**src/rtl/mts_pkg.sv**
```systemverilog
// ----------------------------------------------------------------------------
// mts_pkg: shared definitions for the melody tone sequencer
// Song ROM contents, timing constants and the control/status bundles that
// pass between the sequencer controller and its datapath.
// ----------------------------------------------------------------------------
package mts_pkg;

  localparam int unsigned SONG_COUNT = 3;
  localparam int unsigned MAX_NOTES  = 8;
  localparam int unsigned TONE_COUNT = 10;

  localparam logic [16:0] TAIL_MS     = 17'd2;
  localparam logic [16:0] TIMER_MAX   = 17'h10000;
  localparam logic [9:0]  RELOAD_IDLE = 10'd999;
  localparam logic [9:0]  CMP_IDLE_LO = 10'd1000;
  localparam logic [6:0]  VOLUME_MAX  = 7'd100;
  localparam logic [7:0]  PULSE_DIV   = 8'd200;
  // x / 200 equals ((x >> 3) * PULSE_RECIP) >> 19 for every 17-bit x.
  localparam logic [14:0] PULSE_RECIP = 15'd20972;

  // Configuration register indexes.
  localparam logic [1:0] CFG_VOLUME      = 2'd0;
  localparam logic [1:0] CFG_ENABLE      = 2'd1;
  localparam logic [1:0] CFG_ACTIVE_HIGH = 2'd2;

  typedef struct packed {
    logic load_in;
    logic eval;
    logic mul;
    logic div_start;
    logic set_cmp;
    logic load_out;
  } mts_cmd_t;

  typedef struct packed {
    logic note_req;
    logic div_done;
  } mts_status_t;

  // Number of notes in a song.
  function automatic logic [3:0] song_len(input logic [1:0] s);
    logic [3:0] n;
    case (s)
      2'd0:    n = 4'd5;
      2'd1:    n = 4'd1;
      2'd2:    n = 4'd1;
      default: n = 4'd0;
    endcase
    return n;
  endfunction

  // Tone number of a note; zero is a rest.
  function automatic logic [3:0] song_tone(input logic [1:0] s, input logic [2:0] n);
    logic [3:0] t;
    case ({s, n})
      5'b00_001: t = 4'd1;
      5'b00_010: t = 4'd5;
      5'b00_011: t = 4'd4;
      5'b00_100: t = 4'd8;
      5'b01_000: t = 4'd8;
      5'b10_000: t = 4'd10;
      default:   t = 4'd0;
    endcase
    return t;
  endfunction

  // Rounded note duration in ms from beats and tempo, at least 1.
  function automatic logic [16:0] note_ms(input logic [1:0] s, input logic [2:0] n);
    logic [16:0] d;
    case ({s, n})
      5'b00_000, 5'b00_001, 5'b00_010, 5'b00_011, 5'b00_100: d = 17'd158;
      5'b01_000: d = 17'd63;
      5'b10_000: d = 17'd100;
      default:   d = 17'd1;
    endcase
    return d;
  endfunction

  // One tenth of the note duration, clamped to 3..10 and kept below the note.
  function automatic logic [16:0] gap_base(input logic [1:0] s, input logic [2:0] n);
    logic [16:0] g;
    case ({s, n})
      5'b00_000, 5'b00_001, 5'b00_010, 5'b00_011, 5'b00_100: g = 17'd10;
      5'b01_000: g = 17'd6;
      5'b10_000: g = 17'd10;
      default:   g = 17'd0;
    endcase
    return g;
  endfunction

  // A gap follows a note when it and the next note both have a tone.
  function automatic logic gap_need(input logic [1:0] s, input logic [2:0] n);
    logic [3:0] nxt;
    nxt = {1'b0, n} + 4'd1;
    return (nxt < song_len(s)) && (song_tone(s, n) != 4'd0) &&
           (song_tone(s, n + 3'd1) != 4'd0);
  endfunction

  // PWM period in microseconds for tones 1..10.
  function automatic logic [9:0] tone_top(input logic [3:0] t);
    logic [9:0] p;
    case (t)
      4'd1:    p = 10'd956;
      4'd2:    p = 10'd851;
      4'd3:    p = 10'd758;
      4'd4:    p = 10'd716;
      4'd5:    p = 10'd638;
      4'd6:    p = 10'd568;
      4'd7:    p = 10'd506;
      4'd8:    p = 10'd478;
      4'd9:    p = 10'd239;
      4'd10:   p = 10'd225;
      default: p = 10'd2;
    endcase
    return p;
  endfunction

  // Timer load: zero becomes one, long values saturate.
  function automatic logic [16:0] timer_clip(input logic [16:0] ms);
    logic [16:0] r;
    if (ms == 17'd0) begin
      r = 17'd1;
    end else if (ms > TIMER_MAX) begin
      r = TIMER_MAX;
    end else begin
      r = ms;
    end
    return r;
  endfunction

endpackage

```
**src/rtl/mts_div.sv**
```systemverilog
// ----------------------------------------------------------------------------
// mts_div: division by the pulse scale constant
// Divides by 200 with a shift and a reciprocal multiply; done pulses in the
// cycle after start, with the quotient registered.
// ----------------------------------------------------------------------------
module mts_div import mts_pkg::*; (
  input  logic        clk,
  input  logic        rst,
  input  logic        start,
  input  logic [16:0] dividend,
  output logic        done,
  output logic [16:0] quotient
);

  logic [28:0] scaled;
  logic [9:0]  quo;

  // Dropping the three low bits divides by 8; the reciprocal then divides the
  // 14-bit remainder of the dividend by 25 exactly.
  assign scaled = 29'(dividend[16:3]) * 29'(PULSE_RECIP);

  always_ff @(posedge clk) begin
    if (rst) begin
      done <= 1'b0;
    end else begin
      done <= start;
    end
  end

  always_ff @(posedge clk) begin
    if (start) begin
      quo <= scaled[28:19];
    end
  end

  assign quotient = {7'd0, quo};

endmodule

```
**src/rtl/mts_datapath.sv**
```systemverilog
// ----------------------------------------------------------------------------
// mts_datapath: sequencing state, note timing and PWM values
// Holds the configuration, song position and note timer, evaluates one item
// on command and forms the volume-scaled compare through the divider.
// ----------------------------------------------------------------------------
module mts_datapath import mts_pkg::*; (
  input  logic        clk,
  input  logic        rst,
  input  mts_cmd_t    cmd,
  output mts_status_t status,
  input  logic        action,
  input  logic [1:0]  song,
  input  logic        cfg_fire,
  input  logic [1:0]  cfg_index,
  input  logic [6:0]  cfg_data,
  output logic [9:0]  pwm_reload,
  output logic [9:0]  pwm_compare,
  output logic        playing,
  output logic        play_done,
  output logic [2:0]  note_position
);

  logic [6:0]  volume;
  logic        enable;
  logic        active_high;
  logic        busy;
  logic [1:0]  current_song;
  logic [2:0]  note_counter;
  logic [16:0] time_left;
  logic        gap_pending;
  logic        tail_pending;
  logic [9:0]  reload;
  logic [9:0]  compare;
  logic        in_action;
  logic [1:0]  in_song;
  logic        done;
  logic [16:0] product;

  logic        busy_next;
  logic [1:0]  song_next;
  logic [2:0]  nc_next;
  logic [16:0] time_next;
  logic        gap_next;
  logic        tail_next;
  logic [9:0]  reload_next;
  logic [9:0]  compare_next;
  logic        done_next;

  logic        do_start;
  logic [1:0]  st_song;
  logic [2:0]  st_idx;
  logic [3:0]  st_tone;
  logic        st_rest;
  logic [16:0] st_gap;
  logic [16:0] time_dec;
  logic [2:0]  nc_inc;
  logic        last_note;
  logic        cur_need;
  logic [9:0]  top;
  logic        div_done;
  logic [16:0] quotient;
  logic [9:0]  pulse;

  assign time_dec  = (time_left != 17'd0) ? time_left - 17'd1 : time_left;
  assign nc_inc    = note_counter + 3'd1;
  assign last_note = ({1'b0, note_counter} + 4'd1) >= song_len(current_song);
  assign cur_need  = gap_need(current_song, note_counter) && (volume != 7'd0);

  assign st_tone = song_tone(st_song, st_idx);
  assign st_rest = (st_tone == 4'd0) || (st_tone > 4'(TONE_COUNT)) || (volume == 7'd0);
  assign st_gap  = (gap_need(st_song, st_idx) && (volume != 7'd0)) ?
                   gap_base(st_song, st_idx) : 17'd0;

  always_comb begin
    busy_next    = busy;
    song_next    = current_song;
    nc_next      = note_counter;
    time_next    = time_left;
    gap_next     = gap_pending;
    tail_next    = tail_pending;
    reload_next  = reload;
    compare_next = compare;
    done_next    = 1'b0;
    do_start     = 1'b0;
    st_song      = current_song;
    st_idx       = nc_inc;
    if (in_action) begin
      if (!busy && (volume != 7'd0) && enable && (in_song < 2'(SONG_COUNT)) &&
          (song_len(in_song) != 4'd0)) begin
        song_next = in_song;
        nc_next   = 3'd0;
        gap_next  = 1'b0;
        tail_next = 1'b0;
        busy_next = 1'b1;
        do_start  = 1'b1;
        st_song   = in_song;
        st_idx    = 3'd0;
      end
    end else if (busy) begin
      time_next = time_dec;
      if (time_dec == 17'd0) begin
        if (gap_pending) begin
          gap_next = 1'b0;
          nc_next  = nc_inc;
          do_start = 1'b1;
        end else if (last_note) begin
          if (!tail_pending && (song_tone(current_song, note_counter) != 4'd0) &&
              (volume != 7'd0)) begin
            tail_next = 1'b1;
            time_next = TAIL_MS;
          end else begin
            if (active_high) begin
              compare_next = 10'd0;
            end else begin
              reload_next  = RELOAD_IDLE;
              compare_next = CMP_IDLE_LO;
            end
            busy_next = 1'b0;
            nc_next   = 3'd0;
            time_next = 17'd0;
            gap_next  = 1'b0;
            tail_next = 1'b0;
            done_next = 1'b1;
          end
        end else begin
          tail_next = 1'b0;
          if (cur_need) begin
            gap_next = 1'b1;
            if (active_high) begin
              compare_next = 10'd0;
            end else begin
              reload_next  = RELOAD_IDLE;
              compare_next = CMP_IDLE_LO;
            end
            time_next = timer_clip(gap_base(current_song, note_counter));
          end else begin
            nc_next  = nc_inc;
            do_start = 1'b1;
          end
        end
      end
    end
    if (do_start) begin
      if (st_rest) begin
        reload_next  = RELOAD_IDLE;
        compare_next = active_high ? 10'd0 : CMP_IDLE_LO;
      end else begin
        reload_next = tone_top(st_tone) - 10'd1;
      end
      time_next = timer_clip(note_ms(st_song, st_idx) - st_gap);
    end
  end

  assign status.note_req = do_start && !st_rest;
  assign status.div_done = div_done;

  assign top   = reload + 10'd1;
  assign pulse = quotient[9:0];

  mts_div u_div (
    .clk      (clk),
    .rst      (rst),
    .start    (cmd.div_start),
    .dividend (product),
    .done     (div_done),
    .quotient (quotient)
  );

  always_ff @(posedge clk) begin
    if (rst) begin
      volume       <= VOLUME_MAX;
      enable       <= 1'b0;
      active_high  <= 1'b1;
      busy         <= 1'b0;
      current_song <= '0;
      note_counter <= '0;
      time_left    <= '0;
      gap_pending  <= 1'b0;
      tail_pending <= 1'b0;
      reload       <= RELOAD_IDLE;
      compare      <= 10'd0;
    end else begin
      if (cfg_fire) begin
        unique case (cfg_index)
          CFG_VOLUME: begin
            if (cfg_data <= VOLUME_MAX) begin
              volume <= cfg_data;
            end
          end
          CFG_ENABLE: begin
            enable <= cfg_data[0];
            if (active_high) begin
              compare <= 10'd0;
            end else begin
              reload  <= RELOAD_IDLE;
              compare <= CMP_IDLE_LO;
            end
            if (!cfg_data[0]) begin
              busy         <= 1'b0;
              note_counter <= '0;
              time_left    <= '0;
              gap_pending  <= 1'b0;
              tail_pending <= 1'b0;
            end
          end
          CFG_ACTIVE_HIGH: active_high <= cfg_data[0];
          default: ;
        endcase
      end
      if (cmd.eval) begin
        busy         <= busy_next;
        current_song <= song_next;
        note_counter <= nc_next;
        time_left    <= time_next;
        gap_pending  <= gap_next;
        tail_pending <= tail_next;
        reload       <= reload_next;
        compare      <= compare_next;
      end
      if (cmd.set_cmp) begin
        compare <= active_high ? pulse : top - pulse;
      end
    end
  end

  always_ff @(posedge clk) begin
    if (cmd.load_in) begin
      in_action <= action;
      in_song   <= song;
    end
    if (cmd.eval) begin
      done <= done_next;
    end
    if (cmd.mul) begin
      product <= 17'(top) * 17'(volume);
    end
    if (cmd.load_out) begin
      pwm_reload    <= reload;
      pwm_compare   <= compare;
      playing       <= busy;
      play_done     <= done;
      note_position <= note_counter;
    end
  end

`ifndef SYNTHESIS
  a_busy_enabled : assert property (@(posedge clk) disable iff (rst)
    busy |-> enable)
    else $error("song in progress while disabled");

  a_idle_clean : assert property (@(posedge clk) disable iff (rst)
    !busy |-> (note_counter == 3'd0) && !gap_pending && !tail_pending)
    else $error("sequencing state left over while idle");

  a_pos_in_song : assert property (@(posedge clk) disable iff (rst)
    busy |-> ({1'b0, note_counter} < song_len(current_song)))
    else $error("note position beyond song length");

  a_timer_armed : assert property (@(posedge clk) disable iff (rst)
    busy |-> (time_left != 17'd0))
    else $error("note timer empty while playing");

  a_gap_tail : assert property (@(posedge clk) disable iff (rst)
    gap_pending |-> !tail_pending)
    else $error("gap and tail pending together");
`endif

endmodule

```
**src/rtl/mts_ctrl.sv**
```systemverilog
// ----------------------------------------------------------------------------
// mts_ctrl: item sequencing controller
// Steps each accepted item through evaluation, the compare computation when
// a note starts, and the output register.
// ----------------------------------------------------------------------------
module mts_ctrl import mts_pkg::*; (
  input  logic        clk,
  input  logic        rst,
  input  logic        in_valid,
  output logic        in_ready,
  output logic        out_valid,
  input  logic        out_ready,
  output mts_cmd_t    cmd,
  input  mts_status_t status
);

  localparam logic [2:0] S_IDLE = 3'd0;
  localparam logic [2:0] S_EVAL = 3'd1;
  localparam logic [2:0] S_MUL  = 3'd2;
  localparam logic [2:0] S_DIV  = 3'd3;
  localparam logic [2:0] S_WAIT = 3'd4;
  localparam logic [2:0] S_OUT  = 3'd5;

  logic [2:0] state;
  logic [2:0] state_next;
  logic       out_free;

  assign in_ready = (state == S_IDLE);
  assign out_free = !out_valid || out_ready;

  always_comb begin
    cmd        = '0;
    state_next = state;
    unique case (state)
      S_IDLE: begin
        if (in_valid) begin
          cmd.load_in = 1'b1;
          state_next  = S_EVAL;
        end
      end
      S_EVAL: begin
        cmd.eval   = 1'b1;
        state_next = status.note_req ? S_MUL : S_OUT;
      end
      S_MUL: begin
        cmd.mul    = 1'b1;
        state_next = S_DIV;
      end
      S_DIV: begin
        cmd.div_start = 1'b1;
        state_next    = S_WAIT;
      end
      S_WAIT: begin
        if (status.div_done) begin
          cmd.set_cmp = 1'b1;
          state_next  = S_OUT;
        end
      end
      S_OUT: begin
        if (out_free) begin
          cmd.load_out = 1'b1;
          state_next   = S_IDLE;
        end
      end
      default: state_next = S_IDLE;
    endcase
  end

  always_ff @(posedge clk) begin
    if (rst) begin
      state     <= S_IDLE;
      out_valid <= 1'b0;
    end else begin
      state <= state_next;
      if (cmd.load_out) begin
        out_valid <= 1'b1;
      end else if (out_ready) begin
        out_valid <= 1'b0;
      end
    end
  end

`ifndef SYNTHESIS
  a_accept_to_eval : assert property (@(posedge clk) disable iff (rst)
    (in_valid && in_ready) |=> (state == S_EVAL))
    else $error("accepted item not evaluated next");

  a_div_to_out : assert property (@(posedge clk) disable iff (rst)
    (state == S_WAIT) && status.div_done |=> (state == S_OUT))
    else $error("compare result not taken");

  a_load_sets_valid : assert property (@(posedge clk) disable iff (rst)
    cmd.load_out |=> out_valid && (state == S_IDLE))
    else $error("result register not presented");
`endif

endmodule

```
**src/rtl/melody_tone_sequencer.sv**
```systemverilog
// ----------------------------------------------------------------------------
// melody_tone_sequencer: fixed-melody buzzer sequencer
// Plays songs from a built-in ROM on a PWM: play requests start a song,
// millisecond ticks count each note down, and every item returns the PWM
// reload and compare together with the song status.
// ----------------------------------------------------------------------------
//
//   Channel   Handshake             Payload
//   -------   -------------------   -----------------------------------------
//   in        in_valid/in_ready     action, song
//   out       out_valid/out_ready   pwm_reload, pwm_compare, playing,
//                                   play_done, note_position
//   cfg       cfg_valid/cfg_ready   cfg_index, cfg_data
//
// Each input item produces exactly one output item. An item that starts a
// sounding note passes through evaluation, a multiply of the period by the
// volume, a scale by 1/200 that loads the compare, and then the output
// register; every other item goes from evaluation to the output register.
// One item is in work at a time; the next is accepted once the result is in
// the output register, which holds it until the consumer takes it.
// Reset (rst, synchronous) returns volume 100, disabled, active-high polarity,
// idle, reload 999 and compare 0. Configuration writes are taken every cycle.
// ----------------------------------------------------------------------------
module melody_tone_sequencer import mts_pkg::*; (
  input  logic       clk,
  input  logic       rst,
  input  logic       in_valid,
  output logic       in_ready,
  input  logic       action,
  input  logic [1:0] song,
  output logic       out_valid,
  input  logic       out_ready,
  output logic [9:0] pwm_reload,
  output logic [9:0] pwm_compare,
  output logic       playing,
  output logic       play_done,
  output logic [2:0] note_position,
  input  logic       cfg_valid,
  output logic       cfg_ready,
  input  logic [1:0] cfg_index,
  input  logic [6:0] cfg_data
);

  mts_cmd_t    cmd;
  mts_status_t status;

  // Configuration registers sit in the datapath and are written whenever a write
  // is presented, so the write channel never stalls.
  assign cfg_ready = 1'b1;

  // The controller walks each item through evaluate and output-register load,
  // with multiply and divide between them when an item starts a sounding note.
  mts_ctrl u_ctrl (
    .clk       (clk),
    .rst       (rst),
    .in_valid  (in_valid),
    .in_ready  (in_ready),
    .out_valid (out_valid),
    .out_ready (out_ready),
    .cmd       (cmd),
    .status    (status)
  );

  // The datapath owns the song position, note timer, PWM values and the
  // result register.
  mts_datapath u_dp (
    .clk           (clk),
    .rst           (rst),
    .cmd           (cmd),
    .status        (status),
    .action        (action),
    .song          (song),
    .cfg_fire      (cfg_valid && cfg_ready),
    .cfg_index     (cfg_index),
    .cfg_data      (cfg_data),
    .pwm_reload    (pwm_reload),
    .pwm_compare   (pwm_compare),
    .playing       (playing),
    .play_done     (play_done),
    .note_position (note_position)
  );

endmodule
```
**config.mk**
```make
export PLATFORM = sky130hd
export DESIGN_NAME = melody_tone_sequencer
export DESIGN_NICKNAME = d
export VERILOG_FILES = /design/src/rtl/mts_pkg.sv /design/src/rtl/mts_div.sv /design/src/rtl/mts_datapath.sv /design/src/rtl/mts_ctrl.sv /design/src/rtl/melody_tone_sequencer.sv
export SDC_FILE = /design/constraint.sdc
export NUM_CORES = 1
export LEC_CHECK = 0
export BUFFER_PORTS_ARGS = -buffer_cell sky130_fd_sc_hd__buf_2
export CAP_MARGIN = 20
export CORE_MARGIN = 2
export CORE_UTILIZATION = 45
export DETAILED_ROUTE_END_ITERATION = 7
export PLACE_DENSITY_LB_ADDON = 0.05
export SYNTH_ARGS = -nofsm -noshare
export SYNTH_HDL_FRONTEND = slang
export SYNTH_HIERARCHICAL = 1
export SYNTH_SLANG_ARGS = --single-unit
```
**constraint.sdc**
```tcl
create_clock -name clk -period 5.9 [get_ports clk]
set_clock_uncertainty 0.1 [all_clocks]
set_input_delay 1.18 -clock clk [delete_from_list [all_inputs] [get_ports clk]]
set_output_delay 1.18 -clock clk [all_outputs]
set_load 0.03 [all_outputs]
```
[After elaboration in Yosys (flattened, before gate mapping)]
Memories as Yosys holds them, arrays and structs flattened.
Index checks and enable logic that the tools add are counted.
Storage, ports and cells
  output and inout bits: 28
  memories kept: 1
  logic and storage cells: 303
  flip-flop bits (word level): 115
  memory bits (read-only): 160
Cells by class
  mux-type cells: 136
  $mul: 2
  add/sub/neg operators: 9
  order comparisons: 8
  bitwise logic cells: 3
  reductions and logical operators: 67
  equality and inequality tests: 53
Memory list
  (no name shown): words 16, width 10, rd ports 1, clocked after memory_dff 0, wr ports 0, line mts_pkg.sv:102  | case (t)
Operators by type and width (count)
  two-way mux 17 bit: 23
  two-way mux 10 bit: 30
  one-hot mux 4 bit (5 select lines): 4
  two-way mux 3 bit: 18
  logical NOT 17 bit: 3
  two-way mux 1 bit: 44
  equality test 5 x 2 -> 1 bit (second input constant): 8
  > comparator 17 bit (second input constant): 2
  two-way mux 4 bit: 7
  multiplier 14 x 13 -> 27 bit (second input constant): 1
  one-hot mux 8 bit (3 select lines): 1
  nonzero test 4 bit: 6
  equality test 5 x 1 -> 1 bit (second input constant): 4
  equality test 5 x 3 -> 1 bit (second input constant): 4
  equality test 5 x 4 -> 1 bit (second input constant): 4
  equality test 5 bit (second input constant): 4
  one-hot mux 3 bit (2 select lines): 3
  one-hot mux 3 bit (6 select lines): 1
  multiplier 10 x 7 -> 17 bit: 1
  nonzero test 17 bit: 1
  subtractor 17 x 1 -> 17 bit (second input constant): 1
  subtractor 17 bit: 1
  one-hot mux 4 bit (2 select lines): 2
  AND reduction 8 bit: 2
  45 further kinds: 103

[Depth between registers and ports, before layout]
Gate-level depths: netlist of run 1.
  depth in word-level cells: 24
  mapped depth: 28

[Cells and area by module]
The synthesis of run 1 kept the hierarchy.
By module, submodules not included
  mts_datapath: cells each 1001, area each 8744.6 µm², sequential area each 2462.4 µm², instances 1
  mts_div: cells each 361, area each 3812.4 µm², sequential area each 320.3 µm², instances 1
  mts_ctrl: cells each 36, area each 301.5 µm², sequential area each 80.1 µm², instances 1
  melody_tone_sequencer: cells each 2, area each 11.3 µm², sequential area each 0.0 µm², instances 1

[Least setup slack after synthesis of run 1]
Ideal clock, no wire load.
  path kind: register -> register
  from: register u_dp.in_song[1]
  to: register u_dp.time_left[5]
  data required time: 5726 ps
  stages on the path, launching flop included: 28
  period minus slack after synthesis: 5103 ps
  path buffers: 3
  arrival: 4928 ps
  path slack: 797 ps
  cell sequence: edfxtp_1 > clkbuf_1 > nand2_1 > and4b_1 > clkbuf_1 > nand2_1 > clkbuf_1 > and2_1 > inv_1 > ha_1 > nor3_1 > nor2_1 > o31a_1 > o2111a_1 > nand3_1 > inv_1 > ha_1 > fa_1 > nor2b_1 > nor2_1 > ha_1 > nand4_1 > nor2_1 > and3_1 > o211ai_1 > o2111ai_2 > a311o_1 > a31oi_1
Between the ends
  cells in the longest elaborated chain, start to end: 22
  elaborated cells on any way between the ends: 62
  classes of those cells: add/sub (3); order compare (3); eq/ne (18); mux (19); reduce/logical (19)
Ends and longest elaborated chain
  from (decl): line mts_datapath.sv:35  | logic [1:0] in_song;
  from (signal assigned): line mts_datapath.sv:229  | in_song <= song;
  equality test 2 x 1 -> 1 bit / equality test 2 bit (equally long branches): line mts_pkg.sv:43  | case (s)
  OR reduction 2 bit (no source line)
  one-hot mux 3 bit (2 select lines): line mts_pkg.sv:43
  two-way mux 4 bit: line mts_datapath.sv:87  | if (in_action) begin
  nonzero test 4 bit: line mts_datapath.sv:89  | (song_len(in_song) != 4'd0)) begin
  logical AND 1 bit: line mts_datapath.sv:88  | if (!busy && (volume != 7'd0) && enable && (in_song < 2'(SONG_COUNT)) &&
  two-way mux 3 bit / two-way mux 2 bit (equally long branches): line mts_datapath.sv:88
  two-way mux 3 bit / two-way mux 2 bit (equally long branches): line mts_datapath.sv:87
  [6 not listed]
  logical AND 1 bit: line mts_datapath.sv:71  | assign st_gap = (gap_need(st_song, st_idx) && (volume != 7'd0)) ?
  two-way mux 4 bit: line mts_datapath.sv:71
  subtractor 17 bit: line mts_datapath.sv:150  | time_next = timer_clip(note_ms(st_song, st_idx) - st_gap);
  > comparator 17 bit: line mts_pkg.sv:123  | end else if (ms > TIMER_MAX) begin
  two-way mux 17 bit: line mts_pkg.sv:123
  two-way mux 17 bit: line mts_pkg.sv:121  | if (ms == 17'd0) begin
  two-way mux 17 bit: line mts_datapath.sv:143  | if (do_start) begin
  two-way mux 17 bit: line mts_datapath.sv:210  | if (cmd.eval) begin
  to (signal assigned): line mts_datapath.sv:214  | time_left <= time_next;
  to (decl): line mts_datapath.sv:29  | logic [16:0] time_left;
Parallel ways exist; a longest one is shown, timed or not. The select of a mux whose other input is x is not followed.
A chain may end at the register's enable or synchronous reset.

[Worst setup path in the final report of run 1]
  from: register u_dp.volume[5]
  to: register u_dp.time_left[5]
Between the ends
  cells in the longest elaborated chain, start to end: 21
  elaborated cells on any way between the ends: 69
  classes of those cells: add/sub (3); order compare (2); eq/ne (16); mux (28); reduce/logical (20)
Ends and longest elaborated chain
  from (decl): line mts_datapath.sv:23  | logic [6:0] volume;
  from (signal assigned): line mts_datapath.sv:187  | volume <= cfg_data;
  nonzero test 7 bit *: line mts_datapath.sv:67, mts_datapath.sv:71, mts_datapath.sv:88
  logical AND 1 bit (4 in series): line mts_datapath.sv:88
  two-way mux 3 bit / two-way mux 2 bit (equally long branches): line mts_datapath.sv:88
  two-way mux 3 bit / two-way mux 2 bit (equally long branches): line mts_datapath.sv:87
  adder 3 x 1 -> 3 bit, or another cell as far along: line mts_pkg.sv:96  | (song_tone(s, n + 3'd1) != 4'd0);
  equality test 5 x 3 -> 1 bit, or another cell as far along: line mts_pkg.sv:55  | case ({s, n})
  OR reduction 2 bit (no source line), or another cell as far along
  one-hot mux 4 bit (5 select lines), or another cell as far along: line mts_pkg.sv:55
  [2 not listed]
  logical AND 1 bit: line mts_datapath.sv:71
  two-way mux 4 bit: line mts_datapath.sv:71
  subtractor 17 bit: line mts_datapath.sv:150
  > comparator 17 bit: line mts_pkg.sv:123
  two-way mux 17 bit: line mts_pkg.sv:123
  two-way mux 17 bit: line mts_pkg.sv:121
  two-way mux 17 bit: line mts_datapath.sv:143
  two-way mux 17 bit: line mts_datapath.sv:210
Every way passes the cells marked *; elsewhere a longest branch is shown, timed or not. The select of a mux whose other input is x is not followed.

==> out/qor.yml, run 1 <==
setup_path:
  cp.required_ps: 6090
  critical_path_arrival_ps: 5600
  cp-start-kind: "flip-flop"
  path_class: "flip-flop to flip-flop"
  cp_max_fo: 12
  cp-end-kind: "flip-flop"
grt:
  track_usage_pct: 23.2
  grt_pass1_vias: 9983
  antenna_found_initial: 0
  overflow: 0
  grt_max_degree: 48
  grt_pass1_wl_um: 53300
power_and_ir_drop:
  sequentialPowerShare_pct: 35.1
  switching_power_uw: 960
  p_clk_share_pct: 25.8
  power_density_mw_per_mm2: 184
  irDropWorstVdd_uv: 150
  p_int_uw: 1570
  leakage_uw: 0.00615
  combPwrFrac_pct: 39.1
  switching_share_pct: 37.9
cts:
  cts.path.max_buffers: 2
  cts_resized: 0
  clkTransAtPathRegs_ps: 90
  htreeDepth: 3
  cts_tree: "yes"
  cts_root_buf: "clkbuf_16"
  numCtsBuffers: 9
  clkLatencyLatePin_ps: 360
  postCtsSetupBuffers: 0
  cts_num_sinks: 112
  holdBufCountCts: 0
floorplan:
  dieArea_mm2: 0.0296
  die_height_um: 172
  start_util_pct: 45.8
  rows: 61
  ioPinCount: 45
  die_w_um: 172
  coreArea_mm2: 0.0278
drt:
  viasPerCell: 5.59
  firstDrtPassIters: 7
  highest_layer: "met4"
  finalWirelength_um: 33300
  wl_met2_um: 15900
  num_vias: 10100
  drt-met1-wl_um: 15400
  wl_per_cell_um: 18.4
  drt-initial-drc-count: 639
  drc_errors: 0
  antenna_left: 0
  met3WireLength_um: 1020
timing:
  finalCriticalPeriod_ps: 5410
  final-hold-violation-count: 0
  fin_setup_tns_ps: 0
  relSlewSlack_pct: 34.9
  max_freq_ghz: 0.185
  finalCritPeriodShare_pct: 91.6
  worstMarginPinSlew_ps: 974
  setup_viol: 0
  maxSlewViolCount: 0
  rsz0062_at_grt: "no"
worst_hold_path:
  min_path_type: "flip-flop to flip-flop"
layout:
  seqCellArea_mm2: 0.00277
  fillerInstances: 2733
  final_cell_area_mm2: 0.0138
  num_antenna_cells: 0
  multi_input_area_mm2: 0.00913
  area_delta_synth_final_pct: 8.16
  layout-drive-gt1-share_pct: 9.65
  finalNetCount: 1710
synth:
  syn-num-nets: 1673
  avgSynthCellArea_um2: 9.16
  synthCells: 1388
  yosysWarningCount: 6
  synth_area_mm2: 0.0127
status:
  outcome: "completed"
placement:
  io_buffers: 43
  dp_hpwl_um: 27100
  gp_congestion: 0.893
  placed_cell_area_mm2: 0.0134
flow_run:
  maxCapViolations: 0
-- power groups by stage --
stage / logic, µW / clock network [µW] / registers, µW
detailed placement: 988 / 0 / 907
finish: 991 / 653 / 890
global route: 1100 / 694 / 893
floorplan: 739 / 0 / 894
global placement: 987 / 0 / 907
CTS: 994 / 675 / 889
-- per-stage QoR --
| stage | power, µW | worst slack [ps] | std cells | hold WS [ps] | utilization (%) |
|---|---|---|---|---|---|
| floorplan | 1630 | 797 | 1388 | 300 | - |
| global placement | 1890 | 585 | 1791 | 301 | 48.4 |
| detailed placement | 1900 | 451 | 1792 | 313 | 48.4 |
| CTS | 2560 | 423 | 1808 | 331 | 49.5 |
| global route | 2690 | 99.6 | 1808 | 333 | 49.5 |
| finish | 2530 | 494 | 1808 | 329 | 49.5 |
-- state kept, by name (all words and copies together) (netlist names), 7 cells and up --
register	count
u_dp/compare	10
u_dp/product	14
u_dp/pwm_compare	10
u_dp/pwm_reload	10
u_dp/reload	10
u_dp/time_left	17
u_dp/u_div/quo	10
u_dp/volume	7
-- metal layers --
metal	global-route usage, %	vias up
li1	-	4975
met5	0	-
met4	7.53	0
met2	39.2	185
met1	31.2	4887
met3	2.54	53
-- final cells by class --
| class | count | share of cell area, % |
|---|---|---|
| clock buffer | 9 | 1.64 |
| inverter | 166 | 4.56 |
| multi-input combinational | 1062 | 66.4 |
| sequential | 112 | 20.2 |
| timing repair buffer | 74 | 3.26 |
| tap | 378 | 3.44 |
| clock inverter | 7 | 0.546 |
-- path summary, 6_finish.rpt --
check,startpoint,endpoint,slack (ps),cells past startpoint
worst max-delay path,u_dp/volume[5],u_dp/time_left[5],490,23
worst max register to register,u_dp/volume[5],u_dp/time_left[5],490,23
worst min register to register,u_dp/done,u_dp/play_done,330,0
worst min-delay path,u_dp/done,u_dp/play_done,330,0
-- cells in the final DEF (no fill, tap or decap), types with 20 or more instances in the layout --
master	count
inv_1	164
ha_1	164
nand2_1	109
fa_1	104
nor2_1	81
a21oi_1	59
dfxtp_1	59
edfxtp_1	53
o21ai_0	50
buf_2	43
nand3_1	36
nor3_1	33
buf_4	31
and2_1	31
xnor2_1	31
nor2b_1	24
nand2b_1	20
-- critical path, cell delays in order, from the launching register on --
cell and delay (ps):
dfxtp_1 440, nor4_2 440, and2_1 300, nor2_1 100, nor2_1 230, inv_1 70, ha_1 230, or2_2 330
o21ai_1 340, nand3_1 190, nand3_1 180, inv_1 60, ha_1 210, fa_1 400, nor2b_1 190, nor2_1 80
ha_1 310, nand4_1 80, nor2_1 40, and3_1 170, o211ai_1 100, o2111ai_2 240, a311o_1 330, a31oi_1 180
Power figures use the tool's default switching activity.
==> run 2: changes to the inputs <==
Settings changed: CTS_BUF_LIST from default to sky130_fd_sc_hd__clkbuf_8, GPL_TIMING_DRIVEN from default to 0.
==> run 2 against run 1 <==
Compared with the run above: power decreased by 7.5%; first-iteration DRC count up 14%; sequential power decreased by 2%; worst hold slack improved by 4.2 ps; flip-flop and latch count is the same; final area rose by 1.2%; utilization up 0.59 points; final cell count is 1.9% higher; critical path depth shrank 3; die area unchanged.
==> out/qor.yml, run 2 (synthesized netlist as in run 1, its figures left out) <==
timing:
  finalCritPeriodShare_pct: 94.4  # was 91.6%
  fin_setup_tns_ps: 0  # unchanged
  whs_ps: 333  # was 329 ps
  relSlewSlack_pct: 38.2  # was 34.9%
  rsz0062_at_grt: "no"  # unchanged
  max_freq_ghz: 0.179  # was 0.185 GHz
  maxSlewViolCount: 0  # unchanged
  final-hold-violation-count: 0  # unchanged
  worstMarginPinSlew_ps: 924  # was 974 ps
  finalCriticalPeriod_ps: 5570  # was 5410 ps
  setup_viol: 0  # unchanged
layout:
  fillerInstances: 2749  # was 2,733
  final_cell_area_mm2: 0.0139  # was 0.0138 mm²
  finalNetCount: 1745  # was 1,710
  max_flop_register: "u_dp/time_left"  # unchanged
  largest_register_ffs: 17  # unchanged
  area_delta_synth_final_pct: 9.45  # was 8.16%
  final_common_cell: "inv_1"
  mostFrequentLayoutCells: "164 x inv_1, 163 x ha_1, 107 x nand2_1"  # was 164 x inv_1, 164 x ha_1, 109 x nand2_1
  largestRegisters: "u_dp/time_left: 17 flops, u_dp/product: 14 flops"  # unchanged
  num_antenna_cells: 0  # unchanged
  finish.utilization_pct: 50.1  # was 49.5%
  layout-drive-gt1-share_pct: 10.6  # was 9.65%
cts:
  clkLatencyLatePin_ps: 410  # was 360 ps
  cts_tree: "yes"  # unchanged
  holdBufCountCts: 0  # unchanged
  htreeDepth: 3  # unchanged
  numCtsBuffers: 9  # unchanged
  cts_num_sinks: 112  # unchanged
  cts.path.max_buffers: 2  # unchanged
  clkTransAtPathRegs_ps: 120  # was 90 ps
  cts_root_buf: "clkbuf_8"  # was clkbuf_16
setup_path:
  cpMostUsedCell: "fa_1"  # was nor2_1
  critPathSlowestCell: "fa_1"  # was dfxtp_1
  cp.required_ps: 5950  # was 6090 ps
  slowest_delay_ps: 560  # was 440 ps
  cp-start-kind: "flip-flop"  # unchanged
  cp_cell_sequence: "clkbuf_4, nand3_1, xnor2_4, buf_4, and2_1, fa_1, inv_1, fa_1, fa_1, inv_1, fa_1, ha_1, inv_1, o21bai_1, a21oi_1, o21bai_1, a211oi_2, o31ai_1, a21oi_1, xnor2_1"  # was nor4_2, and2_1, nor2_1, nor2_1, inv_1, ha_1, or2_2, o21ai_1, nand3_1, nand3_1, inv_1, ha_1, fa_1, nor2b_1, nor2_1, ha_1, nand4_1, nor2_1, and3_1, o211ai_1, o2111ai_2, a311o_1, a31oi_1
  critical_path_arrival_ps: 5630  # was 5600 ps
  path_class: "flip-flop to flip-flop"  # unchanged
  cp_num_buf_inv: 5  # was 2
  cp-end-kind: "flip-flop"  # unchanged
  crit_family: "adder cells"  # was simple AND/OR/NAND/NOR gates
  rrSetupSlack_ps: 330  # was 490 ps
  cp_max_fo: 9  # was 12
placement:
  gp_congestion: 0.908  # was 0.893
  dp_hpwl_um: 26800  # was 27,100 µm
  io_buffers: 43  # unchanged
  placed_cell_area_mm2: 0.0135  # was 0.0134 mm²
power_and_ir_drop:
  leakage_uw: 0.00617  # was 0.00615 µW
  total_power_uw: 2340  # was 2530 µW
  power_density_mw_per_mm2: 168  # was 184 mW/mm²
  irDropWorstVdd_uv: 107  # was 150 µV
flow_run:
  maxCapViolations: 0  # unchanged
grt:
  use_met3_pct: 2.56  # was 2.54%
  busiest_layer: "met2"  # unchanged
  grt_pass1_wl_um: 52900  # was 53,300 µm
  grt_max_degree: 25  # was 48
  antenna_found_initial: 0  # unchanged
  use_met1_pct: 30.4  # was 31.2%
  grtUsageMet2_pct: 39.9  # was 39.2%
  grt_pass1_vias: 9902  # was 9,983
  track_usage_pct: 23.0  # was 23.2%
  overflow: 0  # unchanged
worst_hold_path:
  min_path_type: "flip-flop to flip-flop"  # unchanged
drt:
  drt-initial-drc-count: 731  # was 639
  firstDrtPassIters: 6  # was 7
  wl_per_cell_um: 17.8  # was 18.4 µm
  antenna_left: 0  # unchanged
  num_vias: 10215  # was 10,100
  drc_errors: 0  # unchanged
  finalWirelength_um: 32900  # was 33,300 µm
  viasPerCell: 5.54  # was 5.59
status:
  outcome: "completed"  # unchanged
floorplan:
  ioPinCount: 45  # unchanged
  rows: 61  # unchanged
  dieArea_mm2: 0.0296  # unchanged
  die_height_um: 172  # unchanged
  die_w_um: 172  # unchanged
  start_util_pct: 45.8  # unchanged
  coreArea_mm2: 0.0278  # unchanged
==> run 2: changes by cell type in the layout (fill, tap and decap cells not counted), sizes merged <==
| cell | previous run | this run |
|---|---|---|
| clkbuf | 9 | 44 |
| clkinvlp | 0 | 2 |
| buf | 74 | 75 |
| bufinv | 1 | 0 |
| clkinv | 3 | 2 |
| inv | 169 | 168 |
==> run 2: report_power, final <==
group / switching, µW / internal (µW)
Sequential: 17.5 / 853
Combinational: 618 / 392
Clock: 294 / 171
Total: 929 / 1420
==> run 2: metrics by stage <==
step | worst slack [ps] | std cells
after global routing | 2.65 | 1843
after floorplan | 797 | 1388
after detailed placement | -612 | 1812
after CTS | 37.0 | 1825
after global placement | -596 | 1809
final | 328 | 1843
==> run 2: worst paths after layout <==
path / endpoint / startpoint / cells after the start
min reg2reg: u_dp/play_done / u_dp/done / 0
max: u_dp/product[16] / u_dp/reload[0] / 20
min: u_dp/play_done / u_dp/done / 0
max reg2reg: u_dp/product[16] / u_dp/reload[0] / 20
==> run 2: layout make-up <==
type / count / area, µm² / area share (%)
multi-input cells: 1062 / 9260 / 66.6
flip-flops and latches: 112 / 2770 / 19.9
inverters: 166 / 627 / 4.50
well taps: 378 / 473 / 3.40
repair buffers: 64 / 387 / 2.78
plain buffers: 45 / 209 / 1.50
clock buffers: 10 / 138 / 0.989
clock inverters: 6 / 48.8 / 0.351
==> run 2: what timing repair did <==
| action | 4_1_cts | 5_1_grt |
|---|---|---|
| pin swaps | 0 | 5 |
| setup endpoints to repair | 12 | 10 |
| gates resized for setup | 15 | 19 |
| hold endpoints to repair | 0 | 0 |
| buffers inserted | 0 | 17 |
==> run 2: metal layers <==
metal | up-vias | part of all wire, %
met1 | 4916 | 45
li1 | 5039 | -
met2 | 217 | 50
met3 | 43 | 3.0
met5 | - | 0
met4 | 0 | 2.3
